File: src/linear_svm_classifier_assert.svh
// Assertion macros shared by the linear SVM classifier RTL.
`ifndef LINEAR_SVM_CLASSIFIER_ASSERT_SVH
`define LINEAR_SVM_CLASSIFIER_ASSERT_SVH

// Condition that must hold at every clock edge outside reset.
`define LSVM_ASSERT_ALWAYS(label, clk, rst, cond, msg) \
  label: assert property (@(posedge clk) disable iff (rst) (cond)) else $error(msg);

// Consequence that must hold in the same cycle as the antecedent.
`define LSVM_ASSERT_IMPLY(label, clk, rst, ante, cons, msg) \
  label: assert property (@(posedge clk) disable iff (rst) (ante) |-> (cons)) else $error(msg);

// Consequence that must hold in the cycle after the antecedent.
`define LSVM_ASSERT_NEXT(label, clk, rst, ante, cons, msg) \
  label: assert property (@(posedge clk) disable iff (rst) (ante) |=> (cons)) else $error(msg);

`endif

File: src/lsvm_pkg.sv
// Shared types, constants and saturating arithmetic for the linear SVM classifier.
`timescale 1ns / 1ps

package lsvm_pkg;

  // Field widths of the input and result transactions.
  localparam int OPCODE_W = 3;
  localparam int CLASS_W  = 4;
  localparam int FEAT_W   = 10;
  localparam int VALUE_W  = 32;
  localparam int SCORE_W  = 64;

  // Operand width of the shared multiplier: a Q16.16 difference needs one extra bit.
  localparam int MUL_IN_W = VALUE_W + 1;

  // Number of active classes after reset.
  localparam logic [CLASS_W-1:0] ACTIVE_RESET = 4'd10;

  localparam logic signed [SCORE_W-1:0] SCORE_MAX = {1'b0, {(SCORE_W-1){1'b1}}};
  localparam logic signed [SCORE_W-1:0] SCORE_MIN = {1'b1, {(SCORE_W-1){1'b0}}};
  localparam logic signed [VALUE_W-1:0] VALUE_MAX = {1'b0, {(VALUE_W-1){1'b1}}};
  localparam logic signed [VALUE_W-1:0] VALUE_MIN = {1'b1, {(VALUE_W-1){1'b0}}};

  // Operation codes carried in the opcode field.
  typedef enum logic [OPCODE_W-1:0] {
    OP_LOAD_WEIGHT    = 3'd0,
    OP_LOAD_MEAN      = 3'd1,
    OP_LOAD_RECIP     = 3'd2,
    OP_LOAD_INTERCEPT = 3'd3,
    OP_SAMPLE         = 3'd4
  } opcode_t;

  // Signed 64-bit addition that clips to the representable range.
  function automatic logic signed [SCORE_W-1:0] sat_add(
    input logic signed [SCORE_W-1:0] a,
    input logic signed [SCORE_W-1:0] b
  );
    logic [SCORE_W:0] s;
    s = {a[SCORE_W-1], a} + {b[SCORE_W-1], b};
    if (s[SCORE_W] != s[SCORE_W-1]) begin
      return s[SCORE_W] ? SCORE_MIN : SCORE_MAX;
    end
    return s[SCORE_W-1:0];
  endfunction

endpackage

File: src/lsvm_mul.sv
// Shared signed multiplier with a registered product.
`timescale 1ns / 1ps

module lsvm_mul (
  input  logic                                 clk,
  input  logic signed [lsvm_pkg::MUL_IN_W-1:0] a,
  input  logic signed [lsvm_pkg::MUL_IN_W-1:0] b,
  output logic signed [lsvm_pkg::SCORE_W-1:0]  p
);

  logic signed [2*lsvm_pkg::MUL_IN_W-1:0] full;

  // Full-width product; every operand pair used here fits in 64 bits.
  assign full = a * b;

  always_ff @(posedge clk) begin
    p <= full[lsvm_pkg::SCORE_W-1:0];
  end

endmodule

File: config.mk
export PLATFORM = sky130hd
export DESIGN_NAME = lsvm_mul
export DESIGN_NICKNAME = d
export VERILOG_FILES = /design/src/linear_svm_classifier_assert.svh /design/src/lsvm_pkg.sv /design/src/lsvm_mul.sv
export SDC_FILE = /design/constraint.sdc
export NUM_CORES = 2
export LEC_CHECK = 0
export BUFFER_PORTS_ARGS = -buffer_cell sky130_fd_sc_hd__buf_2
export CORE_ASPECT_RATIO = 0.75
export CORE_MARGIN = 4
export CORE_UTILIZATION = 50
export CTS_CLUSTER_SIZE = 12
export DETAILED_ROUTE_END_ITERATION = 7
export PLACE_DENSITY = 0.66
export SLEW_MARGIN = 20
export SYNTH_ARGS = -nofsm -noshare
export SYNTH_HDL_FRONTEND = slang
export SYNTH_SLANG_ARGS = --single-unit
File: constraint.sdc
create_clock -name clk -period 16.3 [get_ports clk]
set_input_delay 0.815 -clock clk [delete_from_list [all_inputs] [get_ports clk]]
set_output_delay 0.815 -clock clk [all_outputs]
set_load 0.01 [all_outputs]
==> results.py <==
metrics = {
    "status": {
        "status": "completed",
    },
    "worst_hold_path": {
        "hp-start": "b[0]",
        "holdPathEnd": "p[0]",
        "whs_path_depth": 2,
        "hold_class": "primary input to flip-flop",
    },
    "cells_and_area": {
        "regMostFlops": "p",
        "top_regs": "p: 64 flops",
        "drive_above_1_share": 0.0389,
        "nets": 5537,
        "largest_reg_flops": 64,
        "syn_to_final_growth_pct": 3.73,
        "finalCoreUtilization": 0.522,
    },
    "setup_path": {
        "worstPathMaxFanout": 32,
        "critPathKind": "primary input to flip-flop",
        "max_stage_delay_ps": 860,
        "worst_ep_arrival_time_ps": 9050,
        "critPathMostFrequentCell": "fa_1",
        "critical_path.cell_chain": "buf_2 > nand2_1 > inv_1 > fa_1 > fa_1 > fa_1 > inv_1 > fa_1 > inv_1 > fa_1 > fa_1 > fa_1 > inv_1 > fa_1 > inv_1 > ha_1 > a21o_1 > a21o_1 > a21oi_1 > nand2_1 > o31ai_1 > o211ai_1 > a21oi_1 > xnor2_1",
        "cp-end-kind": "flip-flop",
        "worstPathRequired_ps": 16580,
        "slowest_stage": "fa_1",
        "cp-start-kind": "primary input",
    },
    "cts": {
        "clock_path_buffers": 2,
        "post_cts_buffers": 0,
        "h-tree-depth": 3,
        "cts_hold_buf": 0,
        "cts_resized": 0,
        "cts_root_buf": "clkbuf_16",
        "cts_tree": "built",
        "cts.reportedPaths.clkPinSlew_ps": 60,
        "numCtsBuffers": 9,
        "clkSinkCount": 64,
    },
    "die": {
        "coreArea_mm2": 0.0785,
        "ios": 131,
        "initial_core_util": 0.504,
        "rows": 89,
        "die_area_mm2": 0.0837,
        "die_w_um": 333,
        "die_height_um": 252,
    },
    "routing": {
        "first_pass_iters": 5,
        "wirelength_mm": 107,
        "vias": 27000,
        "ant_nets": 0,
        "drt_iter0_markers": 2145,
        "drc": 0,
        "routedWlPerCell_um": 20.6,
        "avgViaCountPerCell": 5.20,
    },
    "timing": {
        "period_needed_ps": 8760,
        "whs_ps": 1000,
        "fin_crit_sh": 0.538,
        "max_slew_margin": 0.312,
        "fmax_mhz": 114,
        "rsz0062_at_grt": "no",
        "fin_tns_setup_ps": 0,
        "finalMaxSlewViolations": 0,
        "worstMarginPinSlew_ps": 1030,
        "report.final.hold_viol_count": 0,
        "finalSetupViolCount": 0,
    },
    "yosys": {
        "netlist_top_cells_count": "fa_1 (1125), inv_1 (1086), and2_1 (548)",
        "synth_top_cell_area_share": 0.570,
        "syn_inst": 4207,
        "ys_types": 57,
        "syn-cell-area_mm2": 0.0395,
        "synth_edf_count": 0,
        "synth_flop_cell": "dfxtp_1",
        "postSynthAreaPerCell_um2": 9.40,
        "async_flop_share": 0,
        "synth_warnings": 0,
        "ys_seq_area_frac": 0.0324,
        "ys_seq_elements": 64,
        "synth_fp_nets": 5611,
        "yosys.area.top_type": "fa_1",
        "yosysMostFrequentCell": "fa_1",
        "yosys-top-cells-area": "fa_1 (57%), inv_1 (10%), and2_1 (8.7%), ha_1 (6.7%), nand2_1 (5.2%)",
    },
    "global_route": {
        "grt_pass1_wl_mm": 174,
        "antenna_found_initial": 4,
        "grt.total_usage": 0.270,
        "overflow": 0,
        "grt_pass1_vias": 29300,
        "grt_start_max_net_pins": 35,
    },
    "placed_design": {
        "io_buffers": 130,
        "hpwl_mm": 87.6,
        "routabilityCongestion": 0.915,
    },
    "job": {
        "drv_cap": 0,
    },
}
## cells by family after synthesis
logic type	Yosys count	share of synthesized area
buffers and inverters	1308	0.124
adders and majority gates	1337	0.637
DFF	64	0.0324
and+or+nand+nor	1221	0.157
muxes	1	0.000253
xor gates and xnor gates	76	0.0168
AOI/OAI and AO/OA	200	0.0325
## metrics by stage
stage	setup slack (ps)	cell area, µm²	std cells
6_report	7540	41000	5185
5_1_grt	7050	41000	5184
4_1_cts	7520	41000	5184
3_5_place_dp	7150	40700	5168
3_3_place_gp	7240	40700	5168
2_1_floorplan	8220	39500	4207
## per-layer routing
layer | part of all wire | track usage
met1 | 0.47 | 0.430
met5 | 0.00042 | 0
met4 | 0.0092 | 0.0291
met3 | 0.15 | 0.122
met2 | 0.37 | 0.345
## worst max-delay path, delay by kind of cell
family,cells,cell delay (ps)
fa+ha+maj,9,5050
compound gates,6,1420
buf+inv,6,1340
simple gates,2,270
xor+xnor,1,130
## area by class of cell
cell class	count	area, µm²
fillers	7210	37500
flip-flops and latches	64	1280
repair buffers	137	703
well taps	1046	1310
clock inverters	5	41.3
multi-input cells	2835	33400
inverters	1086	4080
diodes	1	2.50
clock buffers	11	253
## placed cells by master, fill, tap and decap left out, types with 3 or more instances in the layout
master	count
buf_4	7
clkinv_4	3
fa_1	1125
or3_1	4
clkbuf_16	9
nor2_1	18
and3_1	6
nand4_1	12
nand3_1	18
nand2_1	547
o21a_1	18
xor2_1	21
buf_2	130
xnor2_1	55
a21o_1	18
ha_1	212
o21ai_1	6
nor4_1	4
inv_1	1086
and2_1	548
a211oi_1	8
a31oi_1	6
nor2b_1	32
o21bai_1	7
nor3_1	11
dfxtp_1	64
nand2b_1	9
o211ai_1	7
o31ai_1	4
a21boi_0	3
a21oi_1	69
and4_1	4
o21ai_0	29
## worst max path at each step
stage / from / endpoint / cells past startpoint
3_5_place_dp: a[32] / p[63] / 24
3_3_place_gp: a[32] / p[63] / 24
6_report: a[32] / p[63] / 24
4_1_cts: a[32] / p[63] / 24
2_1_floorplan: a[32] / p[63] / 24
5_1_grt: a[32] / p[60] / 23
Power is left out: the tool's default activity adds up to more than one toggle a clock period on the data nets, which glitch-free logic cannot reach.
